<file path="src/rtl/core/xrrg_pkg.sv">
package xrrg_pkg;

	// Request codes on the operation port (code 3 is ignored)
	typedef enum logic [1:0] {
		OP_SEED  = 2'd0,
		OP_NEXT  = 2'd1,
		OP_RANGE = 2'd2
	} op_t;

	// xorshift64* output multiplier
	localparam logic [63:0] MULT_CONST = 64'd2685821657736338717;

	// Seed hash runs in four steps, one per cycle
	localparam int          HASH_STEP_W = 2;
	localparam logic [HASH_STEP_W-1:0] HASH_FIRST = 2'd0;
	localparam logic [HASH_STEP_W-1:0] HASH_LAST  = 2'd3;

	// Request passed from the front end to the back end
	typedef struct packed {
		logic               is_range;
		logic [63:0]        gen_state;
		logic signed [31:0] range_low;
		logic signed [31:0] range_high;
	} req_t;

	// One step of the 64-bit shift/add integer hash
	function automatic logic [63:0] hash_stage(input logic [63:0] k,
	                                           input logic [HASH_STEP_W-1:0] stage);
		logic [63:0] t;
		logic [63:0] r;
		t = k;
		r = k;
		case (stage)
			2'd0: begin
				r = ~k + (k << 21);
			end
			2'd1: begin
				t = k ^ (k >> 24);
				r = t + (t << 3) + (t << 8);
			end
			2'd2: begin
				t = k ^ (k >> 14);
				r = t + (t << 2) + (t << 4);
			end
			default: begin
				t = k ^ (k >> 28);
				r = t + (t << 31);
			end
		endcase
		return r;
	endfunction

	// Full hash, evaluated at elaboration only
	function automatic logic [63:0] mix_hash(input logic [63:0] k);
		logic [63:0] r;
		r = k;
		for (int i = 0; i <= int'(HASH_LAST); i++) begin
			r = hash_stage(r, HASH_STEP_W'(i));
		end
		return r;
	endfunction

	localparam logic [63:0] HASH_ZERO = mix_hash(64'd0);

endpackage

</file>
<file path="src/rtl/core/xrrg_queue.sv">
module xrrg_queue
	import xrrg_pkg::*;
#(
	parameter int DEPTH = 4
) (
	input  logic clk,
	input  logic arst_n,
	input  logic wr,
	input  req_t wr_data,
	output logic full,
	input  logic rd,
	output req_t rd_data,
	output logic nonempty
);

	localparam int PTR_W = (DEPTH > 1) ? $clog2(DEPTH) : 1;
	localparam int CNT_W = $clog2(DEPTH + 1);

	req_t             mem_q [DEPTH];
	logic [PTR_W-1:0] wr_ptr_q;
	logic [PTR_W-1:0] rd_ptr_q;
	logic [CNT_W-1:0] count_q;

	assign full     = (count_q == CNT_W'(DEPTH));
	assign nonempty = (count_q != '0);
	assign rd_data  = mem_q[rd_ptr_q];

	always_ff @(posedge clk) begin
		if (wr) begin
			mem_q[wr_ptr_q] <= wr_data;
		end
	end

	always_ff @(posedge clk or negedge arst_n) begin
		if (!arst_n) begin
			wr_ptr_q <= '0;
			rd_ptr_q <= '0;
			count_q  <= '0;
		end else begin
			if (wr) begin
				wr_ptr_q <= (wr_ptr_q == PTR_W'(DEPTH - 1)) ? '0 : wr_ptr_q + 1'b1;
			end
			if (rd) begin
				rd_ptr_q <= (rd_ptr_q == PTR_W'(DEPTH - 1)) ? '0 : rd_ptr_q + 1'b1;
			end
			case ({wr, rd})
				2'b10:   count_q <= count_q + 1'b1;
				2'b01:   count_q <= count_q - 1'b1;
				default: count_q <= count_q;
			endcase
		end
	end

endmodule

</file>
<file path="config.mk">
export PLATFORM = sky130hd
export DESIGN_NAME = xrrg_queue
export DESIGN_NICKNAME = d
export VERILOG_FILES = /design/src/rtl/core/xrrg_pkg.sv /design/src/rtl/core/xrrg_queue.sv
export SDC_FILE = /design/constraint.sdc
export NUM_CORES = 1
export LEC_CHECK = 0
export BUFFER_PORTS_ARGS = -buffer_cell sky130_fd_sc_hd__buf_2
export CORE_AREA = 2 2 139 243
export CTS_BUF_LIST = sky130_fd_sc_hd__clkbuf_8
export CTS_CLUSTER_SIZE = 8
export DETAILED_ROUTE_END_ITERATION = 10
export DIE_AREA = 0 0 141 245
export PLACE_DENSITY_LB_ADDON = 0.1
export SLEW_MARGIN = 20
export SYNTH_ARGS = -nofsm -noshare
export SYNTH_HDL_FRONTEND = slang
export SYNTH_SLANG_ARGS = --single-unit
</file>
<file path="constraint.sdc">
create_clock -name clk -period 4.5 [get_ports clk]
set_input_delay 0.225 -clock clk [delete_from_list [all_inputs] [get_ports clk]]
set_output_delay 0.225 -clock clk [all_outputs]
set_load 0.05 [all_outputs]
</file>
== Yosys cells after proc, flatten, opt, wreduce, memory -nomap -nowiden ==
Memories as Yosys holds them, arrays and structs flattened.
Cells that the tools add are included.
W data, S select, Z words.
Cells by class
  $add $sub $neg: 4
  equality and inequality tests: 5
  reduce and logical (&&, ||, !) cells: 2
  mux-type cells: 5
Operator list (number)
  $eq A2 B2 Y1 const B: 3
  $pmux W3 S2: 1
  $add A2 B1 Y2 const B: 2
  $mux W2: 2
  $add A3 B1 Y3 const B: 1
  $eq A3 B3 Y1 const B: 1
  $reduce_bool A3 Y1: 1
  $sub A3 B1 Y3 const B: 1
  $eq A2 B1 Y1 const B: 1
  $mux W1: 2
  $reduce_bool A2 Y1: 1
Storage, ports and cells
  logic and storage cells: 20
  memories kept: 1
  input port bits: 133
  output and inout port bits: 131
  bits in writable memories: 516
  register bits after elaboration: 7
Memories
  mem_q: depth 4, bits a word 129, rd ports 1, clocked after memory_dff 0, write ports 1, RTL line xrrg_queue.sv:19  | req_t mem_q [DEPTH];

== Logic depth before layout (Yosys ltp) ==
  depth in word-level cells: 2
  gate-level depth with buffers: 7
  gate-level depth less buffers: 7

== Worst setup path before layout ==
Ideal clock, no wire load.
  kind: register -> register
  start: register wr_ptr_q[0]
  end: memory mem_q[0][0] in the netlist's numbering (enable)
  arrival time: 3579 ps
  cell stages (with the launch flop): 4
  path slack: 418 ps
  clock period less this slack: 4082 ps
  setup time: 503 ps
  required time: 3997 ps
  cell sequence: dfrtp_1 -> inv_1 -> ha_1 -> and2_1
RTL lines
  from (decl): RTL line xrrg_queue.sv:20  | logic [PTR_W-1:0] wr_ptr_q;
  from (signal assigned): RTL line xrrg_queue.sv:41  | wr_ptr_q <= (wr_ptr_q == PTR_W'(DEPTH - 1)) ? '0 : wr_ptr_q + 1'b1;
  to (decl): RTL line xrrg_queue.sv:19
Straight into the memory's write port.

==> qor.yml <==
path_max_fanout: 52
synth_seq_cells: 523
core-area_sq_um: 32700
cp_data_arrival_time_ps: 2720
critPathKind: "reg2out"
dr.pass1.iters: 4
status: "finished clean"
ys_warn_count: 0
nets: 1310
post_cts_buffers: 0
start_kind: "flop"
grt_pass1_vias: 10000
die_x_microns: 141
clk_path_buf_depth: 3
grt.total_usage: 0.2152
p_clk_frac: 0.199
syn_inst: 713
netlist_area_sq_um: 19040
hold_path_end: "mem_q[3][88]"
routabilityCongestion: 0.7041
p_sw_frac: 0.3907
synth-seq-area-share: 0.8232
p_int_uw: 9758
drc_errors: 0
grt-ovfl-total: 0
crit_required_ps: 4280
period_minus_slack_ps: 2942
crit_family: "flip-flops"
cp_num_buf_inv: 2
syn_area_per_cell_sq_um: 26.70
wirelength_microns: 36100
area_growth_pct: 22.78
setup_violations: 0
worst_hold_slack_ps: 364.4
cp_slowest_cell: "dfrtp_4"
cts-resized-gates: 0
start_util: 0.5821
grt_max_degree: 75
regToRegSetupSlack_ps: 2290
hold_buffers: 133
final_common_cell: "edfxtp_1"
crit_path_end_kind: "output pin"
synth_fp_nets: 853
antenna_found_initial: 1
r2r-end: "mem_q[1][34]"
p_leak_uw: 0.008127
finClkSkew_ps: 12.61
vias: 8987
dp_hpwl_microns: 20780
dpl.cell_count: 1364
port_buffers: 263
cts_root_buffer: "clkbuf_8"
insertion_delay_ps: 600
power.density_nw_per_um2: 685.2
grt_pass1_wl_microns: 55530
seq_power_share: 0.411
worstReg2RegStart: "wr_ptr_q[1]"
slew_headroom: 0.4294
avgViaCountPerCell: 5.613
final_hold_viol_count: 0
cts_tree: "built"
nFillCells: 1960
comb_power_share: 0.390
die_h_microns: 245
cts_buffers: 76
final_util: 0.7147
irDropWorstVdd_mv: 0.5017
ff2ff_path_depth: 4
drtIter0Drc: 506
tightest_slew_ps: 855.9
io_pins: 264
slowest_delay_ps: 790
hold_start: "wr_data[88]"
critical_path.cell_chain: "buf_12 -> mux4_2 -> buf_2"
synth.distinct_cells: 21
htreeDepth: 3
drive_above_1_share: 0.4151
drv_slew: 0
p_switching_uw: 6257
rows: 88
startpoint: "rd_ptr_q[0]"
fin_setup_tns_ps: 0
final_cell_mix: "516 x edfxtp_1, 263 x buf_2, 133 x dlygate4sd3_1"
design.die.area_sq_um: 34550
ant_nets: 0
fmax_ghz: 0.3400
wl_per_cell_microns: 22.55
fin_crit_sh: 0.6537
rsz0062_at_grt: "false"
instances_no_fill: 1601
numClockSinks: 523
hold_class: "in2reg"
clkTransAtPathRegs_ps: 50
maxCapViolCount: 0
min_path_cells: 2
[sequential cells by signal, summed over array words and instances, names as in the netlist]
| signal | count |
|---|---|
| rd_ptr_q | 2 |
| mem_q | 516 |
| count_q | 3 |
| wr_ptr_q | 2 |
[power groups by stage]
stage               Combinational [uW]  Clock [uW]  Sequential, uW
floorplan                         5080           0            6550
global placement                  6230           0            6650
detailed placement                6230           0            6700
CTS                               6340        3290            6600
global route                      6540        3470            6660
finish                            6240        3190            6580
[kinds of logic after synthesis]
kind of cell / synth area share
buffers and inverters: 0.01275
XOR/XNOR: 0.001381
adder cells (fa/ha/maj): 0.004995
AO/OA/AOI/OAI: 0.0007885
multiplexers: 0.1538
flip-flops: 0.8232
AND/OR/NAND/NOR: 0.003089
[synth_stat cells, drive strengths merged]
| master | number | area [sq um] |
|---|---|---|
| and2 | 4 | 25.02 |
| and3 | 1 | 6.260 |
| buf | 28 | 216.5 |
| clkbuf | 1 | 3.750 |
| dfrtp | 7 | 175.2 |
| edfxtp | 516 | 15490 |
| fa | 1 | 20.02 |
| ha | 6 | 75.07 |
| inv | 6 | 22.52 |
| mux2 | 2 | 22.52 |
| mux4 | 129 | 2905 |
| nand2 | 2 | 7.510 |
| nor2 | 2 | 7.510 |
| o21ai | 3 | 15.01 |
| or3 | 2 | 12.51 |
| xnor2 | 1 | 8.760 |
| xor2 | 2 | 17.52 |
[per-stage QoR]
step           total power, uW  worst slack (ps)  area, sq um
3_3_place_gp             12880              2102        20830
5_1_grt                  16670              1355        23370
4_1_cts                  16230              1417        23370
6_report                 16010              1558        23370
3_5_place_dp             12930              2094        20830
2_1_floorplan            11620             417.9        19040
[layer usage]
layer / routed length (microns) / GRT usage / vias up
li1: - / - / 3980
met1: 13730 / 0.2546 / 4680
met2: 19540 / 0.3829 / 277
met3: 2086 / 0.05755 / 50
met4: 748 / 0.07294 / 0
met5: 0 / 0 / -
[worst max-delay path by stage]
stage | to | slack [ps] | cells after the start
after detailed placement | rd_data[79] | 2090 | 3
after global routing | rd_data[88] | 1360 | 3
after global placement | rd_data[84] | 2100 | 3
after CTS | rd_data[79] | 1420 | 3
after floorplan | mem_q[0][0] | 420 | 3
final | rd_data[52] | 1560 | 3
[final cells by class]
type	instances	area [sq um]	area share
multi-input cells	155	3133	0.1340
clock buffers	80	1101	0.04711
clock inverters	23	103.9	0.004443
flip-flops and latches	523	15680	0.6708
repair buffers	408	2825	0.1209
diodes	1	2.502	0.0001071
inverters	6	22.52	0.0009636
well taps	405	506.7	0.02168
No activity file was read; power rests on OpenSTA's default activity.
