$ cat config.mk
export PLATFORM = sky130hd
export DESIGN_NAME = xrrg_back
export DESIGN_NICKNAME = d
export VERILOG_FILES = /design/src/rtl/core/xrrg_pkg.sv /design/src/rtl/core/xrrg_back.sv
export SDC_FILE = /design/constraint.sdc
export NUM_CORES = 2
export LEC_CHECK = 0
export BUFFER_PORTS_ARGS = -buffer_cell sky130_fd_sc_hd__buf_2
export CAP_MARGIN = 20
export CORE_ASPECT_RATIO = 1.2
export CORE_MARGIN = 1.5
export CORE_UTILIZATION = 26
export DETAILED_ROUTE_END_ITERATION = 6
export GPL_ROUTABILITY_DRIVEN = 0
export MAX_ROUTING_LAYER = met4
export SLEW_MARGIN = 10
export SYNTH_ARGS = -nofsm -noshare
export SYNTH_HDL_FRONTEND = slang
export SYNTH_SLANG_ARGS = --single-unit
$ cat constraint.sdc
create_clock -name clk -period 15.85 [get_ports clk]
set_clock_uncertainty 0.05 [all_clocks]
set_input_delay 2.3775 -clock clk [delete_from_list [all_inputs] [get_ports clk]]
set_output_delay 2.3775 -clock clk [all_outputs]
set_load 0.1 [all_outputs]
$ cat src/rtl/core/xrrg_pkg.sv
package xrrg_pkg;

	// Request codes on the operation port (code 3 is ignored)
	typedef enum logic [1:0] {
		OP_SEED  = 2'd0,
		OP_NEXT  = 2'd1,
		OP_RANGE = 2'd2
	} op_t;

	// xorshift64* output multiplier
	localparam logic [63:0] MULT_CONST = 64'd2685821657736338717;

	// Seed hash runs in four steps, one per cycle
	localparam int          HASH_STEP_W = 2;
	localparam logic [HASH_STEP_W-1:0] HASH_FIRST = 2'd0;
	localparam logic [HASH_STEP_W-1:0] HASH_LAST  = 2'd3;

	// Request passed from the front end to the back end
	typedef struct packed {
		logic               is_range;
		logic [63:0]        gen_state;
		logic signed [31:0] range_low;
		logic signed [31:0] range_high;
	} req_t;

	// One step of the 64-bit shift/add integer hash
	function automatic logic [63:0] hash_stage(input logic [63:0] k,
	                                           input logic [HASH_STEP_W-1:0] stage);
		logic [63:0] t;
		logic [63:0] r;
		t = k;
		r = k;
		case (stage)
			2'd0: begin
				r = ~k + (k << 21);
			end
			2'd1: begin
				t = k ^ (k >> 24);
				r = t + (t << 3) + (t << 8);
			end
			2'd2: begin
				t = k ^ (k >> 14);
				r = t + (t << 2) + (t << 4);
			end
			default: begin
				t = k ^ (k >> 28);
				r = t + (t << 31);
			end
		endcase
		return r;
	endfunction

	// Full hash, evaluated at elaboration only
	function automatic logic [63:0] mix_hash(input logic [63:0] k);
		logic [63:0] r;
		r = k;
		for (int i = 0; i <= int'(HASH_LAST); i++) begin
			r = hash_stage(r, HASH_STEP_W'(i));
		end
		return r;
	endfunction

	localparam logic [63:0] HASH_ZERO = mix_hash(64'd0);

endpackage

$ cat src/rtl/core/xrrg_back.sv
module xrrg_back
	import xrrg_pkg::*;
(
	input  logic               clk,
	input  logic               arst_n,
	input  logic               req_valid,
	input  req_t               req,
	output logic               req_pop,
	output logic               empty,
	input  logic               pop,
	output logic [51:0]        fraction,
	output logic signed [31:0] ranged_value
);

	typedef enum logic [3:0] {
		B_IDLE,
		B_M0,
		B_M1,
		B_M2,
		B_M3,
		B_FRAC,
		B_R1,
		B_R2,
		B_R3
	} bstate_t;

	bstate_t     st_q;
	logic [63:0] s_q;
	logic        is_range_q;
	logic [31:0] lo_q;
	logic        neg_q;
	logic [32:0] m_q;
	logic [65:0] prod_q;
	logic [63:0] acc_q;
	logic [51:0] frac_q;
	logic [58:0] a_q;
	logic [59:0] low_q;
	logic        out_valid_q;
	logic [51:0] fraction_q;
	logic [31:0] ranged_q;

	logic [32:0] mul_a;
	logic [32:0] mul_b;
	logic [65:0] mul_p;
	logic [33:0] span;
	logic [33:0] span_mag;
	logic        slot_free;
	logic        out_load;
	logic [31:0] q32;
	logic [31:0] q32_up;
	logic        rem;
	logic [31:0] ranged_next;

	assign req_pop      = (st_q == B_IDLE) && req_valid;
	assign empty        = !out_valid_q;
	assign fraction     = fraction_q;
	assign ranged_value = ranged_q;
	assign slot_free    = !out_valid_q || pop;
	assign out_load     = slot_free && ((st_q == B_FRAC && !is_range_q) || st_q == B_R3);

	// span = high + 1 - low at 34 bits, then sign and magnitude
	assign span     = {{2{req.range_high[31]}}, req.range_high} + 34'd1
	                - {{2{req.range_low[31]}}, req.range_low};
	assign span_mag = span[33] ? (34'd0 - span) : span;

	// shared 33x33 multiplier
	always_comb begin
		case (st_q)
			B_M0: begin
				mul_a = {1'b0, s_q[31:0]};
				mul_b = {1'b0, MULT_CONST[31:0]};
			end
			B_M1: begin
				mul_a = {1'b0, s_q[31:0]};
				mul_b = {1'b0, MULT_CONST[63:32]};
			end
			B_M2: begin
				mul_a = {1'b0, s_q[63:32]};
				mul_b = {1'b0, MULT_CONST[31:0]};
			end
			B_FRAC: begin
				mul_a = {7'd0, acc_q[63:38]};
				mul_b = m_q;
			end
			B_R1: begin
				mul_a = {7'd0, frac_q[25:0]};
				mul_b = m_q;
			end
			default: begin
				mul_a = '0;
				mul_b = '0;
			end
		endcase
	end

	assign mul_p = mul_a * mul_b;

	// floor(frac * span / 2^52), low 32 bits
	assign q32         = a_q[57:26] + {24'd0, low_q[59:52]};
	assign rem         = |low_q[51:0];
	assign q32_up      = q32 + {31'd0, rem};
	assign ranged_next = neg_q ? (lo_q - q32_up) : (lo_q + q32);

	always_ff @(posedge clk or negedge arst_n) begin
		if (!arst_n) begin
			st_q        <= B_IDLE;
			out_valid_q <= 1'b0;
			s_q         <= '0;
			is_range_q  <= 1'b0;
			lo_q        <= '0;
			neg_q       <= 1'b0;
			m_q         <= '0;
			prod_q      <= '0;
			acc_q       <= '0;
			frac_q      <= '0;
			a_q         <= '0;
			low_q       <= '0;
			fraction_q  <= '0;
			ranged_q    <= '0;
		end else begin
			if (out_load) begin
				out_valid_q <= 1'b1;
			end else if (pop) begin
				out_valid_q <= 1'b0;
			end
			case (st_q)
				B_IDLE: begin
					if (req_valid) begin
						s_q        <= req.gen_state;
						is_range_q <= req.is_range;
						lo_q       <= req.range_low;
						neg_q      <= span[33];
						m_q        <= span_mag[32:0];
						st_q       <= B_M0;
					end
				end
				B_M0: begin
					prod_q <= mul_p;
					st_q   <= B_M1;
				end
				B_M1: begin
					acc_q  <= prod_q[63:0];
					prod_q <= mul_p;
					st_q   <= B_M2;
				end
				B_M2: begin
					acc_q  <= acc_q + {prod_q[31:0], 32'd0};
					prod_q <= mul_p;
					st_q   <= B_M3;
				end
				B_M3: begin
					acc_q <= acc_q + {prod_q[31:0], 32'd0};
					st_q  <= B_FRAC;
				end
				B_FRAC: begin
					frac_q <= acc_q[63:12];
					prod_q <= mul_p;
					if (is_range_q) begin
						st_q <= B_R1;
					end else if (slot_free) begin
						fraction_q <= acc_q[63:12];
						ranged_q   <= '0;
						st_q       <= B_IDLE;
					end
				end
				B_R1: begin
					a_q    <= prod_q[58:0];
					prod_q <= mul_p;
					st_q   <= B_R2;
				end
				B_R2: begin
					low_q <= 60'({a_q[25:0], 26'd0}) + 60'(prod_q[58:0]);
					st_q  <= B_R3;
				end
				B_R3: begin
					if (slot_free) begin
						fraction_q <= frac_q;
						ranged_q   <= ranged_next;
						st_q       <= B_IDLE;
					end
				end
				default: begin
					st_q <= B_IDLE;
				end
			endcase
		end
	end

endmodule

## After elaboration in Yosys (flattened, before gate mapping)

Index checks and enable logic that the tools add are counted.

| word-level totals | value |
|---|---|
| register bits after elaboration | 518 |
| input port bits | 133 |
| output and inout port bits | 86 |
| logic and storage cells | 74 |

| cells by class | value |
|---|---|
| $add $sub $neg | 9 |
| $mul | 1 |
| equal/unequal tests | 12 |
| multiplexer cells | 19 |
| reductions and logical operators | 19 |

Operators with widths:

| cell | count |
|---|---|
| 52-bit 2-to-1 mux | 3 |
| 32-bit 2-to-1 mux | 4 |
| 32-bit case mux with 4 select lines | 1 |
| 64-bit case mux with 2 select lines | 1 |
| 52-bit case mux with 2 select lines | 1 |
| 33-bit case mux with 3 select lines | 1 |
| 64-bit adder | 1 |
| 32-bit by 33-bit multiplier with 64-bit output | 1 |
| 32-bit case mux with 2 select lines | 1 |
| 52-bit by 59-bit adder with 60-bit output | 1 |
| 52-bit OR reduction | 1 |
| 4-bit case mux with 9 select lines | 1 |
| 33-bit by 32-bit subtractor with 34-bit output | 1 |
| 32-bit by 2-bit adder with 33-bit output (second input constant) | 1 |
| 33-bit 2-to-1 mux | 1 |
| 1-bit by 33-bit subtractor with 33-bit output (first input constant) | 1 |
| 32-bit by 1-bit adder with 32-bit output | 1 |
| 32-bit adder | 1 |
| 32-bit by 8-bit adder with 32-bit output | 1 |
| 32-bit subtractor | 1 |
| 4-bit by 3-bit equality test with 1-bit output (second input constant) | 4 |
| 4-bit 2-to-1 mux | 3 |
| 4-bit by 2-bit equality test with 1-bit output (second input constant) | 2 |
| 2-bit != test (second input constant) | 4 |
| other kinds (12) | 22 |

## Depth between registers and ports, before layout

| logic depth | value |
|---|---|
| depth after elaboration | 6 |
| mapped depth | 39 |
| depth with buffers taken out | 34 |

## Worst setup path after synthesis

Ideal clock, no wire load.

| timing | value |
|---|---|
| kind | flip-flop to flip-flop |
| from | register st_q[3] |
| to | register prod_q[58] |
| library setup time | 77 ps |
| arrival time | 9,662 ps |
| data required time | 15,723 ps |
| path slack | 6,061 ps |
| stages on the path, launching flop included | 38 |
| path buffers | 5 |
| clock period less this slack | 9,789 ps |
| path through | dfrtp_1 > clkbuf_1 > nand2b_1 > nor3b_1 > clkbuf_1 > clkbuf_1 > nand2_1 > nand4_1 > clkbuf_1 > nand2_1 > fa_1 > inv_1 > fa_1 > fa_1 > inv_1 > fa_1 > inv_1 > fa_1 > [... 2 more ...] > inv_1 > fa_1 > inv_1 > fa_1 > inv_1 > ha_1 > clkbuf_1 > nand4_1 > or3b_2 > or3_1 > a211oi_1 > nor4_1 > a211oi_1 > nor2_1 > o21ai_2 > a21bo_2 > mux2_2 > a21oi_1 |

| on the way | value |
|---|---|
| word-level cells in the longest chain between the ends | 4 |
| elaborated cells between the ends (all ways) | 12 |
| classes of those cells | mul (1); eq/ne (5); mux (2); reduce/logical (4) |

Ends and longest elaborated chain:

| item | RTL line | text |
|---|---|---|
| from (decl) | xrrg_back.sv:27 | `bstate_t st_q;` |
| from (signal assigned) | xrrg_back.sv:106 | `st_q <= B_IDLE;` |
| from (signal assigned) | xrrg_back.sv:134 | `st_q <= B_M0;` |
| from (signal assigned) | xrrg_back.sv:139 | `st_q <= B_M1;` |
| 4-bit by 2-bit equality test with 1-bit output (tied with other cells) | xrrg_back.sv:68, xrrg_back.sv:126 |  |
| 2-bit OR reduction (no source line) | - |  |
| 32-bit case mux with 4 select lines / 33-bit case mux with 3 select lines (equally long branches) | xrrg_back.sv:68 | `case (st_q)` |
| 32-bit by 33-bit multiplier with 64-bit output | xrrg_back.sv:96 | `assign mul_p = mul_a * mul_b;` |
| to (signal assigned) | xrrg_back.sv:138 | `prod_q <= mul_p;` |
| to (signal assigned) | xrrg_back.sv:143 | `prod_q <= mul_p;` |
| to (signal assigned) | xrrg_back.sv:148 | `prod_q <= mul_p;` |
| to (decl) | xrrg_back.sv:33 | `logic [65:0] prod_q;` |

Parallel ways exist; a longest one is shown, timed or not.
A chain may end at the register's enable or synchronous reset.

## Final worst setup path

Ends and elaborated chain as after synthesis.

==> metrics.csv <==
metric,value,unit
# DRC,3,
Layout Area Growth over Synthesis,10.7,%
I/O pins,219,
CTS Sinks,506,
drt pass-1 iters,7,
syn avg cell area,8.73,sq um
Starting Density,26.1,%
cell row count,198,
yosys warns,0,
Synth Instances,7243,
"EDFF count, synth",0,
Worst Path Arrival,11.89,ns
Yosys reg bits,506,
first-pass GRT wire length,334,mm
crit path kind,register to register,
WL per Instance,21.0,um
grt total ovfl,0,
Hold Path Stages,2,
fin crit share,72.0,%
ys async rst share,100,%
Setup crit start,st_q[3],
Hold EP,fraction[40],
Final Net Count,8871,
IO Port Bufs,218,
reg-to-reg startpoint,st_q[3],
"Slew Viols, Final",0,
ratio of cells with drive above 1 in the final layout,7.36,%
worst hold path type,register to register,
final-report hold violation count,0,
Slew HR,14.4,%
CTS max path bufs,3,
# setup viols final,0,
initial antenna violation count,8,
worst-margin pin slew,1.28,ns
die area,246000,sq um
Fin Setup TNS,0,ns
prevailing post-synth register cell,dfrtp_1,
post-synthesis cell type count,86,
DRT iter0 DRCs,4368,
buffer and inverter count on the worst path,7,
"commonest non-fill, non-tap cell in the layout",nand2_1,
post-route ant nets,0,
fin crit period,11.41,ns
Reg2Reg Depth,32,
failing checks,DRC,
Fmax achieved,0.0877,GHz
core area,242000,sq um
Die X,453,um
Max Cap Viol,0,
worst path required time,16.33,ns
CP endpoint kind,register,
highest net fanout along the worst path,43,
startpoint class of the critical path,register,
Slowest cell on crit path,nor3b_2,
"slowest stage delay, CP",0.74,ns
Post-CTS Setup Inserts,0,
CTS Buf Count,51,
sequential area share after synthesis,20.0,%
CP most frequent cell,fa_1,
"commonest cells after routing, fill and taps aside","nand2_1, inv_1, fa_1",
number of global-route vias before repair,54057,
status,"complete, but fails checks",
largest net degree at the start of global routing,159,
post_cts resized,0,
Post-Syn Area,63200,sq um
reg-to-reg endpoint,prod_q[58],
vias,52043,
hold_buf cts,0,
Hold Crit Start,fraction[40],
Routed WL,222,mm
post-DP HPWL,179,mm
Die Span Y,543,um
H-tree levels,2,
CTS Root Cell,clkbuf_16,
vias per cell,4.92,
Total GRT Usage,18.5,%
unrepaired setup endpoints after global routing,false,
CTS tree,yes,
reg2reg setup slack,4.44,ns
CP top delay family,adder cells,
Worst-path clk slew,0.07,ns
latest clock arrival within the worst-skew pair,0.69,ns
## registers in the layout (all words and copies together), names as in the netlist
| register | count |
|---|---|
| low_q | 60 |
| s_q | 64 |
| fraction | 52 |
| a_q | 58 |
| out_valid_q | 1 |
| m_q | 33 |
| ranged_value | 32 |
| lo_q | 32 |
| acc_q | 52 |
| neg_q | 1 |
| is_range_q | 1 |
| prod_q | 64 |
| frac_q | 52 |
| st_q | 4 |
## cell families (layout without fill, tap and decap cells)
kind of cell	Yosys count	count (layout)	share of synthesized area [%]
AO/OA/AOI/OAI	1022	1022	10.1
flip-flops	506	506	20.0
other	2	65	0.0119
XOR/XNOR	246	246	3.41
buffers and inverters	1517	1585	9.04
multiplexers	164	164	2.76
AND/OR/NAND/NOR	2375	2375	15.7
adder cells (fa/ha/maj)	1411	1411	39.0
## stage by stage
step | instances | instance area [sq um] | hold WS, ns | util, % | worst slack, ns
finish | 10574 | 70000 | 0.425 | 28.9 | 4.44
global route | 10572 | 70000 | 0.445 | 28.9 | 3.96
CTS | 10562 | 69800 | 0.430 | 28.9 | 4.65
detailed placement | 10468 | 68100 | 0.414 | 28.1 | 4.77
global placement | 10467 | 68100 | 0.408 | 28.1 | 4.94
floorplan | 7300 | 63400 | 0.396 | - | 6.06
## how the worst max path moves through the flow
stage                      end  cells after the start
floorplan           prod_q[58]                     37
global placement    prod_q[58]                     32
detailed placement  prod_q[58]                     32
CTS                 prod_q[58]                     32
global route        prod_q[58]                     32
finish              prod_q[58]                     32
## worst register-to-register path, delay by kind of cell, from the launching register on
family,cells,cell delay [ns]
and+or+nand+nor,10,3.61
DFF,1,0.53
AOI/OAI and AO/OA,5,1.43
adders and majority gates,9,4.40
muxes,1,0.33
buffers and inverters,7,0.93
## metal layers
layer / track usage, % / routed length, um / vias to the layer above
li1: - / - / 22882
met1: 21.1 / 82400 / 26417
met2: 30.3 / 107000 / 2149
met3: 2.48 / 15100 / 595
met4: 12.0 / 18100 / 0
met5: - / 0 / -
## cell usage after synthesis, drive strengths merged (60+ instances only)
master	n	share of area, %
xnor2	159	2.2
inv	1172	7.0
a21oi	265	2.1
xor2	87	1.2
nand3	60	0.47
mux2	81	1.4
dfrtp	506	20
ha	479	9.5
fa	932	30
clkbuf	318	1.9
nand2	1361	8.1
nor2	608	3.6
o21ai	330	2.6
a21o	127	1.5
mux2i	83	1.3
## cell type report
class                   count  area, sq um
fillers                 25588       172000
multi-input cells        5277        45200
repair buffers            319         1950
flip-flops and latches    506        12700
clock inverters            23          320
clock buffers              71         1430
diodes                      6         15.0
inverters                1172         4400
well taps                3200         4000
Power is left out: the tool's default activity adds up to more than one toggle a clock period on the data nets, which glitch-free logic cannot reach.
